--- src/hdl/itc_pkg.sv ---
// Shared types and constants for the three-counter interval timer.
// No dependencies; used by every module under hdl/.
package itc_pkg;

    // number of counters in the timer
    localparam int NUM_COUNTERS = 3;

    // field widths
    localparam int CNT_W    = 17;   // live/latched count, two's complement
    localparam int RELOAD_W = 16;
    localparam int BYTE_W   = 8;
    localparam int OUT_W    = 16;   // result tdata width (irq + read byte, padded)

    // item kinds carried in s_tuser[1:0]
    typedef enum logic [1:0] {
        OP_CTRL = 2'd0,
        OP_DATA = 2'd1,
        OP_READ = 2'd2,
        OP_TICK = 2'd3
    } op_t;

    // access (read/write) modes from control word bits 5:4
    typedef enum logic [1:0] {
        ACC_LATCH = 2'd0,
        ACC_LOW   = 2'd1,
        ACC_HIGH  = 2'd2,
        ACC_BOTH  = 2'd3
    } access_t;

    // counting modes from control word bits 3:1
    localparam logic [2:0] MODE_TERMINAL = 3'd0;
    localparam logic [2:0] MODE_RATE     = 3'd2;
    localparam logic [2:0] MODE_SQUARE   = 3'd3;
    localparam logic [2:0] MODE_STROBE   = 3'd4;

    // fixed read bytes
    localparam logic [BYTE_W-1:0] RD_UNUSED_PORT = 8'h7E;
    localparam logic [BYTE_W-1:0] RD_LATCH_NOACC = 8'h7F;
    localparam logic [BYTE_W-1:0] RD_LIVE_NOACC  = 8'hFF;

    // counter select value with no counter behind it
    localparam logic [1:0] SEL_UNUSED = 2'd3;

    // per-counter command, decoded from one accepted transfer
    typedef struct packed {
        logic wr_ctrl;
        logic wr_data;
        logic rd;
        logic step;
    } cnt_cmd_t;

    // per-counter response for the same transfer
    typedef struct packed {
        logic [BYTE_W-1:0] rdata;
        logic              pulse;
    } cnt_rsp_t;

endpackage

--- src/hdl/itc_counter.sv ---
// One timer counter: mode/access registers, count, reload, latch and byte toggle.
// Depends on itc_pkg.
module itc_counter #(
    parameter itc_pkg::access_t RST_ACCESS = itc_pkg::ACC_BOTH
) (
    input  logic                          aclk,
    input  logic                          aresetn,
    input  itc_pkg::cnt_cmd_t             cmd,
    input  logic [itc_pkg::BYTE_W-1:0]    data_byte,
    output itc_pkg::cnt_rsp_t             rsp
);

    logic [2:0]                            count_mode_reg,  count_mode_next;
    itc_pkg::access_t                      access_mode_reg, access_mode_next;
    logic signed [itc_pkg::CNT_W-1:0]      live_reg,        live_next;
    logic [itc_pkg::RELOAD_W-1:0]          reload_reg,      reload_next;
    logic signed [itc_pkg::CNT_W-1:0]      latched_reg,     latched_next;
    logic                                  latch_pend_reg,  latch_pend_next;
    logic                                  toggle_reg,      toggle_next;
    logic                                  running_reg,     running_next;

    logic signed [itc_pkg::CNT_W-1:0]      dec;
    logic                                  load_ok;
    logic [1:0]                            cw_access;

    assign dec       = live_reg - 17'sd1;
    assign cw_access = data_byte[5:4];
    // a running rate or square-wave counter keeps its count on reload writes
    assign load_ok   = !running_reg || !(count_mode_reg inside {itc_pkg::MODE_RATE,
                                                                itc_pkg::MODE_SQUARE});

    always_comb begin
        count_mode_next  = count_mode_reg;
        access_mode_next = access_mode_reg;
        live_next        = live_reg;
        reload_next      = reload_reg;
        latched_next     = latched_reg;
        latch_pend_next  = latch_pend_reg;
        toggle_next      = toggle_reg;
        running_next     = running_reg;
        rsp              = '0;

        // tick
        if (cmd.step && running_reg) begin
            case (count_mode_reg)
                itc_pkg::MODE_TERMINAL: begin
                    if (live_reg <= 0) begin
                        rsp.pulse = 1'b1;
                        live_next = '0;
                    end else begin
                        live_next = dec;
                    end
                end
                itc_pkg::MODE_RATE: begin
                    if (dec <= 0) begin
                        rsp.pulse = 1'b1;
                        live_next = $signed({1'b0, reload_reg});
                    end else begin
                        live_next = dec;
                    end
                end
                itc_pkg::MODE_STROBE: begin
                    if (dec <= 0) begin
                        rsp.pulse = 1'b1;
                        live_next = '1;
                    end else begin
                        live_next = dec;
                    end
                end
                default: ;
            endcase
        end

        // control word addressed to this counter
        if (cmd.wr_ctrl) begin
            if (cw_access == itc_pkg::ACC_LATCH) begin
                latched_next    = live_reg;
                latch_pend_next = 1'b1;
            end else begin
                toggle_next      = 1'b0;
                latch_pend_next  = 1'b0;
                running_next     = 1'b0;
                access_mode_next = itc_pkg::access_t'(cw_access);
                count_mode_next  = data_byte[3:1];
            end
        end

        // count byte write
        if (cmd.wr_data) begin
            latch_pend_next = 1'b0;
            case (access_mode_reg)
                itc_pkg::ACC_LOW: begin
                    reload_next  = {8'h00, data_byte};
                    toggle_next  = 1'b0;
                    running_next = 1'b1;
                end
                itc_pkg::ACC_HIGH: begin
                    reload_next  = {data_byte, 8'h00};
                    toggle_next  = 1'b0;
                    running_next = 1'b1;
                end
                itc_pkg::ACC_BOTH: begin
                    if (toggle_reg) begin
                        reload_next  = {data_byte, reload_reg[7:0]};
                        running_next = 1'b1;
                    end else begin
                        reload_next  = {8'h00, data_byte};
                    end
                    toggle_next = !toggle_reg;
                end
                default: ;
            endcase
            if (access_mode_reg != itc_pkg::ACC_LATCH && load_ok)
                live_next = $signed({1'b0, reload_next});
        end

        // count read: latched value first if a latch is pending
        if (cmd.rd) begin
            if (latch_pend_reg) begin
                case (access_mode_reg)
                    itc_pkg::ACC_LOW: begin
                        latch_pend_next = 1'b0;
                        rsp.rdata       = latched_reg[7:0];
                    end
                    itc_pkg::ACC_HIGH: begin
                        latch_pend_next = 1'b0;
                        rsp.rdata       = latched_reg[15:8];
                    end
                    itc_pkg::ACC_BOTH: begin
                        toggle_next = !toggle_reg;
                        if (!toggle_reg) begin
                            rsp.rdata = latched_reg[7:0];
                        end else begin
                            latch_pend_next = 1'b0;
                            rsp.rdata       = latched_reg[15:8];
                        end
                    end
                    default: rsp.rdata = itc_pkg::RD_LATCH_NOACC;
                endcase
            end else begin
                case (access_mode_reg)
                    itc_pkg::ACC_LOW:  rsp.rdata = live_reg[7:0];
                    itc_pkg::ACC_HIGH: rsp.rdata = live_reg[15:8];
                    itc_pkg::ACC_BOTH: begin
                        toggle_next = !toggle_reg;
                        rsp.rdata   = toggle_reg ? live_reg[15:8] : live_reg[7:0];
                    end
                    default: rsp.rdata = itc_pkg::RD_LIVE_NOACC;
                endcase
            end
        end
    end

    always_ff @(posedge aclk) begin
        if (!aresetn) begin
            count_mode_reg  <= '0;
            access_mode_reg <= RST_ACCESS;
            live_reg        <= '0;
            reload_reg      <= '0;
            latched_reg     <= '0;
            latch_pend_reg  <= 1'b0;
            toggle_reg      <= 1'b0;
            running_reg     <= 1'b0;
        end else begin
            count_mode_reg  <= count_mode_next;
            access_mode_reg <= access_mode_next;
            live_reg        <= live_next;
            reload_reg      <= reload_next;
            latched_reg     <= latched_next;
            latch_pend_reg  <= latch_pend_next;
            toggle_reg      <= toggle_next;
            running_reg     <= running_next;
        end
    end

endmodule

--- src/hdl/itc_out_buf.sv ---
// Result register with a skid stage so the input side keeps flowing.
// Depends on itc_pkg for the default width.
module itc_out_buf #(
    parameter int W = itc_pkg::OUT_W
) (
    input  logic         aclk,
    input  logic         aresetn,
    input  logic         in_valid,    // result of an accepted transfer
    output logic         in_ready,
    input  logic [W-1:0] in_data,
    output logic         out_valid,
    input  logic         out_ready,
    output logic [W-1:0] out_data
);

    logic         main_valid_reg;
    logic [W-1:0] main_data_reg;
    logic         skid_valid_reg;
    logic [W-1:0] skid_data_reg;

    assign in_ready  = !skid_valid_reg;
    assign out_valid = main_valid_reg;
    assign out_data  = main_data_reg;

    // control
    always_ff @(posedge aclk) begin
        if (!aresetn) begin
            main_valid_reg <= 1'b0;
            skid_valid_reg <= 1'b0;
        end else if (main_valid_reg && out_ready) begin
            if (skid_valid_reg) begin
                skid_valid_reg <= 1'b0;
            end else begin
                main_valid_reg <= in_valid;
            end
        end else if (!main_valid_reg) begin
            main_valid_reg <= in_valid;
        end else if (in_valid) begin
            skid_valid_reg <= 1'b1;
        end
    end

    // payload
    always_ff @(posedge aclk) begin
        if (main_valid_reg && out_ready) begin
            main_data_reg <= skid_valid_reg ? skid_data_reg : in_data;
        end else if (!main_valid_reg) begin
            main_data_reg <= in_data;
        end else if (in_valid && !skid_valid_reg) begin
            skid_data_reg <= in_data;
        end
    end

endmodule

--- src/hdl/interval_timer_three_counter.sv ---
// Top level of the three-counter interval timer: decode, counters, result buffer.
// Depends on itc_pkg, itc_counter and itc_out_buf.
//
// Takes one transfer per clock (control word, count write, count read or tick)
// and returns exactly one result per transfer through the result buffer. All
// counter state updates in the accepting cycle through short decode and
// decrement logic, so the sustained rate is one transfer per cycle. s_tready
// drops only when the result register and its skid stage both hold untaken
// results; it returns as soon as m_tready takes one. A tick steps counter 1;
// its pulse steps counter 2, whose pulse is the irq bit. Counter 0 is loaded
// and read but never stepped.
module interval_timer_three_counter #(
    parameter int NUM_COUNTERS = itc_pkg::NUM_COUNTERS
) (
    input  logic                      aclk,
    input  logic                      aresetn,
    input  logic                      s_tvalid,
    output logic                      s_tready,
    input  logic [7:0]                s_tdata,  // [7:0] data_byte
    input  logic [3:0]                s_tuser,  // [1:0] op, [3:2] counter_sel
    output logic                      m_tvalid,
    input  logic                      m_tready,
    output logic [itc_pkg::OUT_W-1:0] m_tdata   // [7:0] read_data, [8] irq, rest zero
);

    logic                     accept;
    itc_pkg::op_t             op;
    logic [1:0]               sel;
    logic [1:0]               cw_sel;
    logic [7:0]               read_data;
    logic                     irq;
    itc_pkg::cnt_cmd_t        cmd [NUM_COUNTERS];
    itc_pkg::cnt_rsp_t        rsp [NUM_COUNTERS];
    logic [itc_pkg::OUT_W-1:0] result;

    assign accept = s_tvalid && s_tready;
    assign op     = itc_pkg::op_t'(s_tuser[1:0]);
    assign sel    = s_tuser[3:2];
    assign cw_sel = s_tdata[7:6];

    // counters with per-counter command decode
    for (genvar i = 0; i < NUM_COUNTERS; i++) begin : g_cnt
        logic chain;

        // counter 1 steps on every tick, counter 2 on counter 1's pulse
        if (i == 1) begin : g_first
            assign chain = 1'b1;
        end else if (i == 2) begin : g_second
            assign chain = rsp[1].pulse;
        end else begin : g_idle
            assign chain = 1'b0;
        end

        assign cmd[i].wr_ctrl = accept && (op == itc_pkg::OP_CTRL) && (cw_sel == 2'(i));
        assign cmd[i].wr_data = accept && (op == itc_pkg::OP_DATA) && (sel == 2'(i));
        assign cmd[i].rd      = accept && (op == itc_pkg::OP_READ) && (sel == 2'(i));
        assign cmd[i].step    = accept && (op == itc_pkg::OP_TICK) && chain;

        itc_counter #(
            .RST_ACCESS((i == 2) ? itc_pkg::ACC_LATCH : itc_pkg::ACC_BOTH)
        ) u_cnt (
            .aclk      (aclk),
            .aresetn   (aresetn),
            .cmd       (cmd[i]),
            .data_byte (s_tdata),
            .rsp       (rsp[i])
        );
    end

    // result byte: only the addressed counter drives a nonzero byte
    always_comb begin
        read_data = '0;
        for (int k = 0; k < NUM_COUNTERS; k++)
            read_data = read_data | rsp[k].rdata;
        if (op == itc_pkg::OP_READ && sel == itc_pkg::SEL_UNUSED)
            read_data = itc_pkg::RD_UNUSED_PORT;
    end

    assign irq    = rsp[2].pulse;
    assign result = {{(itc_pkg::OUT_W - 9){1'b0}}, irq, read_data};

    itc_out_buf #(
        .W(itc_pkg::OUT_W)
    ) u_out (
        .aclk      (aclk),
        .aresetn   (aresetn),
        .in_valid  (accept),
        .in_ready  (s_tready),
        .in_data   (result),
        .out_valid (m_tvalid),
        .out_ready (m_tready),
        .out_data  (m_tdata)
    );

endmodule

--- config.mk ---
export PLATFORM = sky130hd
export DESIGN_NAME = interval_timer_three_counter
export DESIGN_NICKNAME = d
export VERILOG_FILES = /design/src/hdl/itc_pkg.sv /design/src/hdl/itc_counter.sv /design/src/hdl/itc_out_buf.sv /design/src/hdl/interval_timer_three_counter.sv
export SDC_FILE = /design/constraint.sdc
export NUM_CORES = 1
export LEC_CHECK = 0
export ABC_AREA = 0
export BUFFER_PORTS_ARGS = -buffer_cell sky130_fd_sc_hd__buf_2
export CAP_MARGIN = 20
export CORE_MARGIN = 10
export CORE_UTILIZATION = 27
export CTS_BUF_LIST = sky130_fd_sc_hd__clkbuf_4
export DETAILED_ROUTE_END_ITERATION = 6
export PLACE_DENSITY = 0.46
export SYNTH_ARGS = -nofsm -noshare
export SYNTH_HDL_FRONTEND = slang
export SYNTH_SLANG_ARGS = --single-unit
export TNS_END_PERCENT = 10
--- constraint.sdc ---
create_clock -name aclk -period 4 [get_ports aclk]
set_input_delay 0.6 -clock aclk [delete_from_list [all_inputs] [get_ports aclk]]
set_output_delay 0.6 -clock aclk [all_outputs]
set_load 0.005 [all_outputs]
==> results of run 1 <==
-- layout make-up --
| cell class | count | area share |
|---|---|---|
| antenna | 1 | 0.000219 |
| clock buffer | 17 | 0.0112 |
| clock inverter | 15 | 0.0112 |
| inverter | 23 | 0.00776 |
| multi-input combinational | 1034 | 0.534 |
| sequential | 189 | 0.346 |
| tap | 518 | 0.0566 |
| timing repair buffer | 58 | 0.0327 |
-- cells in the final DEF (no fill, tap or decap), types with 22 or more instances in the layout --
cell type / instances
a211oi_1: 51
a21oi_1: 134
a22oi_1: 64
o21ai_0: 62
nor2_1: 161
inv_1: 22
buf_2: 26
buf_4: 31
nand3_1: 44
nor3_1: 22
nand2_1: 176
dfxtp_1: 171
a221oi_1: 35
-- worst reg2reg max path: stages (launching register included) --
cell and delay [ns]:
dfxtp_1 0.40, inv_1 0.10, ha_1 0.37, or4b_2 0.62
nor4_1 0.24, buf_4 0.20, mux2i_1 0.39, nor3_1 0.11
a41oi_1 0.77, a31oi_1 0.18, o31ai_1 0.10
-- per-layer routing --
metal	routed length, um	part of all wire
met1	17000	0.48
met2	16800	0.47
met4	567	0.016
met5	0	0
met3	1310	0.037
-- report_power, final --
| part | total [uW] | internal (uW) | switching, uW |
|---|---|---|---|
| Sequential | 1950 | 1940 | 14.9 |
| Combinational | 232 | 61.8 | 170 |
| Clock | 1030 | 271 | 761 |
-- metrics by stage --
stage                     total power, uW  setup WS [ns]
after detailed placement             2220          0.568
after CTS                            3270          0.511
after floorplan                      2140          0.840
final                                3210          0.433
after global routing                 3360          0.170
after global placement               2220          0.595
-- final timing paths --
path | startpoint | to | cells past startpoint
worst min-delay path | m_tready | u_out.skid_valid_reg | 2
worst max-delay path | g_cnt[1].u_cnt.live_reg[0] | g_cnt[2].u_cnt.live_reg[2] | 10
worst min register to register | g_cnt[1].u_cnt.latched_reg[8] | g_cnt[1].u_cnt.latched_reg[8] | 2
worst max register to register | g_cnt[1].u_cnt.live_reg[0] | g_cnt[2].u_cnt.live_reg[2] | 10
-- cells by family after synthesis --
group           synth area share
flops                      0.371
mux                       0.0132
other cells             0.000351
xor+xnor                  0.0230
compound gates             0.288
fa+ha+maj                 0.0220
simple gates               0.220
buf+inv                   0.0619
==> summary.txt, run 1 <==
Outcome
  • Run status: completed

Timing
  • Setup-violating endpoint count in the final report: 0
  • Min Tclk post-route: ~3.6 ns
  • Final count of hold timing violations: 0
  • RSZ-0062 raised after global routing: no
  • Max-slew headroom: 0.327
  • Final total negative setup slack: 0 ns
  • Final worst hold slack: approximately 0.22 ns
  • Largest clock skew in the final design: between 0.02 and 0.03 ns
  • Final critical-path share of the clock period: 0.892
  • Highest attainable clock frequency: 280 MHz
  • Slew Viols, Final: 0
  • Actual transition at the worst max-transition pin: approximately 1 ns

Worst setup path
  • Critical path peak fanout: 10
  • Crit path launch type: flop
  • Cells along the critical path: inv_1 > ha_1 > or4b_2 > nor4_1 > buf_4 > mux2i_1 > nor3_1 > a41oi_1 > a31oi_1 > o31ai_1
  • Arrival time at the worst endpoint: approximately 4.1 ns
  • Slowest cell delay on critical path: around 0.77 ns
  • Buffering stage count on the worst path with inverters included: 2
  • Critical path class: reg -> reg
  • CP delay by family, top: compound AO/OA/AOI/OAI gates
  • Worst path required time: approximately 4.5 ns
  • Cell with the largest stage delay on the worst path: a41oi_1
  • Setup slack of the worst register-to-register path: 0.43 ns
  • CP endpoint kind: flop

Clock network
  • Number of levels the H-tree was split into: 4
  • Max clock buf depth: 2
  • Post-CTS setup buffer count: 0
  • Clock tree from TritonCTS: done
  • Post-CTS clock slew at the launch and capture registers of the worst setup and hold paths: about 0.17 ns
  • Root Driver: clkbuf_4
  • Post-cts repair resize count: 0
  • CTS sink count: 189
  • Clock Latency Late Sink: between 0.6 and 0.7 ns
  • Number of buffers inserted by hold repair at cts: 0
  • Clock buffers created by TritonCTS: 17

Synthesis
  • Count of synthesis-stage warnings from yosys: 0
  • Post-synth EDFFs: 18
  • Number of flip-flops and latches in the synthesized netlist: 189
  • Main flop type after synthesis: dfxtp_1
  • Post-synthesis cell type count: 79
  • Top post-synthesis cells by area: dfxtp_1 (32%), a21oi_1 (6.3%), nand2_1 (6.2%)
  • Syn_area_per_cell: 7.75 sq um
  • Leading cell types by count after synthesis: nand2_1 (176), dfxtp_1 (171), nor2_1 (161)
  • Cells after synthesis: between 1k and 1.5k
  • Netlist area before placement: approximately 0.011 sq mm
  • Area leader, netlist: dfxtp_1
  • Most frequently used cell type in the post-synthesis netlist: nand2_1
  • Async set-reset flop share out of synthesis: 0
  • Sequential fraction of the synthesis area: 0.371
  • Area fraction of the dominant cell type after synthesis: 0.320

Power
  • Leakage power: just under 0.004 uW
  • Power per cell area: ~280 mW/mm^2
  • Maximum vdd drop: around 0.19 mV

Cells and area
  • Multi-input combinational cell area: about 0.006 sq mm
  • Share of the core filled with cells: 0.294
  • Flip-flop count of the largest register after layout: 50
  • Final Instance Area: about 0.011 sq mm
  • Number of filler instances in the final layout: 4275
  • Final Net Count: between 1k and 1.5k
  • Layout cell share with drive strength beyond 1: 0.0921
  • Area overhead of the layout relative to synthesis: 7.10%
  • Area taken by flip-flops and latches: 0.00396 sq mm
  • Final cell count without fillers: 1855

Route
  • Number of vias in the routed layout: 9991
  • Drt via density: approximately 5.4
  • Count of routing violations after the opening detailed-route iteration: 689
  • Antenna-violating nets left: 0
  • Average wire per standard cell: 19.2 um
  • Total routed wirelength: between 30 and 40 mm
  • Number of iterations in the first detailed-routing pass: 7
  • DRC errors left: 0

GRT
  • Vias in the first global route: approximately 9.6k
  • Grt peak-use layer: met2
  • Global-route wire length before repair: around 56 mm
  • Fraction of met1 tracks used by global routing: 0.197
  • M3 GR Usage: 0.0242
  • Met2 track utilization from global routing: 0.241
  • Combined global-route utilization of all metal layers: 0.147
  • Pin count of the biggest net entering global routing: ~80
  • Antenna violations before repair: 1
  • Overall overflow remaining after global route: 0

Run
  • Max-cap violations: 0

Hold path
  • Path category of the worst min-delay check: in -> reg

Placed design
  • DP Cell Count: roughly 1.8k
  • Placed wire-length estimate: 24.0 mm
  • Quantity of I/O buffers inserted on ports: 26
  • Post-DP Area: around 0.011 sq mm
  • RePlAce Congestion: around 0.85

Floorplan
  • Total Die Area: between 0.04 and 0.05 sq mm
  • Die Y: between 200 and 250 um
  • Initial standard-cell utilization of the core: 0.275
  • Chip width: 219 um
  • Standard-cell rows: between 70 and 80
  • Number of ports placed on the die boundary: 34
  • Core ar.: around 0.039 sq mm
Note: power is estimated with default switching activity, not from simulation.
==> inputs of run 2 (changes only) <==
Settings changed: CELL_PAD_IN_SITES_DETAIL_PLACEMENT set to 1, CELL_PAD_IN_SITES_GLOBAL_PLACEMENT set to 1, PLACE_DENSITY 0.46 to 0.56.
==> run 2 against run 1 <==
  * Sequential share of layout area is 0.24 points lower
  * Highest routed layer is now met5
  * Clock skew grew 0.010 ns
  * Global-route usage rose by 1.7 points
  * Via count rose by 2.0%
  * Non-clock buffer count rose by 6
  * Flip-flop and latch count stayed put
  * Design area increased by 0.70%
  * Setup slack lost 0.058 ns
==> summary.txt, run 2 (synthesis results as in run 1) <==
Outcome
  • Run status: completed

Floorplan
  • Total Die Area: 0.0479 sq mm (unchanged)
  • Core ar.: 0.0389 sq mm (unchanged)
  • Chip width: 219 um (unchanged)
  • Initial standard-cell utilization of the core: 0.275 (unchanged)
  • Standard-cell rows: 72 (unchanged)
  • Die Y: 219 um (unchanged)
  • Number of ports placed on the die boundary: 34 (unchanged)

GRT
  • Overall overflow remaining after global route: 0 (unchanged)
  • Pin count of the biggest net entering global routing: 71 (-10%)
  • Antenna violations before repair: 4 (+3)
  • Global-route wire length before repair: 62.4 mm (+11%)
  • Combined global-route utilization of all metal layers: 0.165 (+0.0175)
  • Vias in the first global route: 10.4k (+9.2%)

Cells and area
  • Final Net Count: 1363 (+0.44%)
  • Layout cell share with drive strength beyond 1: 0.0961 (+0.00406)
  • Flip-flop count of the largest register after layout: 50 (unchanged)
  • Leading cell type in the layout, fill and taps excluded: nand2_1
  • Multi-input combinational cell area: 0.00611 sq mm (unchanged)
  • Area taken by flip-flops and latches: 0.00396 sq mm (unchanged)
  • Area overhead of the layout relative to synthesis: 7.85%
  • Number of filler instances in the final layout: 4752 (+11%)
  • Most used cells in the layout excluding fill and tap cells: nand2_1 (176), dfxtp_1 (171), nor2_1 (161)

Clock network
  • Number of levels the H-tree was split into: 4 (unchanged)
  • Post-cts repair resize count: 0 (unchanged)
  • Post-CTS clock slew at the launch and capture registers of the worst setup and hold paths: 0.17 ns (about the same)
  • Clock Latency Late Sink: 0.66 ns (+0.05 ns)
  • Max clock buf depth: 2 (unchanged)
  • Clock tree from TritonCTS: done
  • CTS sink count: 189 (unchanged)
  • Post-CTS setup buffer count: 0 (unchanged)
  • Root Driver: clkbuf_4
  • Clock buffers created by TritonCTS: 17 (unchanged)
  • Number of buffers inserted by hold repair at cts: 0 (unchanged)

Worst setup path
  • CP endpoint kind: flop
  • Worst path required time: 4.57 ns (+0.06 ns)
  • Critical path class: reg -> reg
  • Arrival time at the worst endpoint: 4.20 ns (+0.13 ns)
  • Crit path launch type: flop
  • Critical path peak fanout: 10 (unchanged)

Placed design
  • Quantity of I/O buffers inserted on ports: 26 (unchanged)
  • Placed wire-length estimate: 27.1 mm (+13%)
  • Dpl ws: 0.446 ns (-0.122 ns)
  • RePlAce Congestion: 0.843 (-0.82%)

Route
  • DRC errors left: 0 (unchanged)
  • Count of routing violations after the opening detailed-route iteration: 666 (-3.3%)
  • Number of iterations in the first detailed-routing pass: 5 (-2)
  • Average wire per standard cell: 21.1 um (+9.9%)
  • Antenna-violating nets left: 0 (unchanged)
  • Drt via density: 5.47 (+1.6%)
  • Number of vias in the routed layout: 10.2k (+2.0%)
  • Total routed wirelength: 39.4 mm (+10%)

Timing
  • RSZ-0062 raised after global routing: no
  • Highest attainable clock frequency: 276 MHz (-1.6%)
  • Setup-violating endpoint count in the final report: 0 (unchanged)
  • Min Tclk post-route: 3.62 ns (+0.0576 ns)
  • Final critical-path share of the clock period: 0.906 (+0.0144)
  • Slew Viols, Final: 0 (unchanged)
  • Final worst slack: 0.375 ns (-0.0576 ns)
  • Max-slew headroom: 0.293 (-0.0339)
  • Final count of hold timing violations: 0 (unchanged)
  • Final total negative setup slack: 0 ns (unchanged)
  • Largest clock skew in the final design: 0.0390 ns (+0.0102 ns)
  • Actual transition at the worst max-transition pin: 1.05 ns (+0.0502 ns)

Power
  • Leakage power: 0.00392 uW (+0.80%)
  • Power per cell area: 289 mW/mm^2 (+2.7%)
  • Maximum vdd drop: 0.159 mV (-16%)

Run
  • Max-cap violations: 0 (unchanged)

Hold path
  • Path category of the worst min-delay check: in -> reg
-- run 2: changes by cell type in the layout (fill, tap and decap cells not counted), sizes merged --
| cell | change |
|---|---|
| inv | -6 |
| clkinvlp | +2 |
| buf | +6 |
| clkinv | +2 |
| bufinv | +1 |
| diode | +2 |
| clkbuf | +1 |
-- run 2: cell type report --
class | count | share of cell area
sequential | 189 | 0.344
timing repair buffer | 64 | 0.0361
inverter | 23 | 0.00771
tap | 518 | 0.0562
clock buffer | 18 | 0.0117
antenna | 3 | 0.000652
clock inverter | 14 | 0.0134
multi-input combinational | 1034 | 0.530
-- run 2: stage by stage --
step,area [sq um],total power (uW),util,std cells,hold WS (ns)
after floorplan,10700,2140,-,1385,0.430
after global placement,11200,2230,0.288,1828,0.442
after detailed placement,11200,2230,0.288,1828,0.449
after CTS,11500,3390,0.296,1860,0.150
after global routing,11500,3480,0.296,1861,0.156
final,11500,3330,0.296,1863,0.199
-- run 2: where the power goes --
group          internal [uW]  switching [uW]
combinational           62.5             178
sequential              1940            16.0
clock                    340             793
-- run 2: worst max-delay path: stages, from the launching register on --
cell	delay [ns]
dfxtp_1	0.42
inv_1	0.12
ha_1	0.37
or4b_2	0.62
nor4_1	0.26
buf_4	0.20
mux2i_1	0.36
nor3_1	0.11
a41oi_1	0.81
a31oi_1	0.19
o21ai_0	0.11
-- run 2: final timing paths --
| path | from | endpoint | slack (ns) | cells past startpoint |
|---|---|---|---|---|
| setup / recovery | g_cnt[1].u_cnt.live_reg[0] | g_cnt[2].u_cnt.live_reg[13] | 0.38 | 10 |
| hold / removal | m_tready | u_out.skid_valid_reg | 0.20 | 2 |
| setup reg to reg | g_cnt[1].u_cnt.live_reg[0] | g_cnt[2].u_cnt.live_reg[13] | 0.38 | 10 |
| hold reg to reg | g_cnt[2].u_cnt.latched_reg[10] | g_cnt[2].u_cnt.latched_reg[10] | 0.47 | 2 |
-- run 2: metal layers --
layer | track usage | share of wire | vias to the layer above
met5 | 0 | 0.00046 | -
met4 | 0.0510 | 0.020 | 2
met3 | 0.0287 | 0.037 | 43
met2 | 0.259 | 0.45 | 186
met1 | 0.225 | 0.49 | 5046
li1 | - | - | 4916
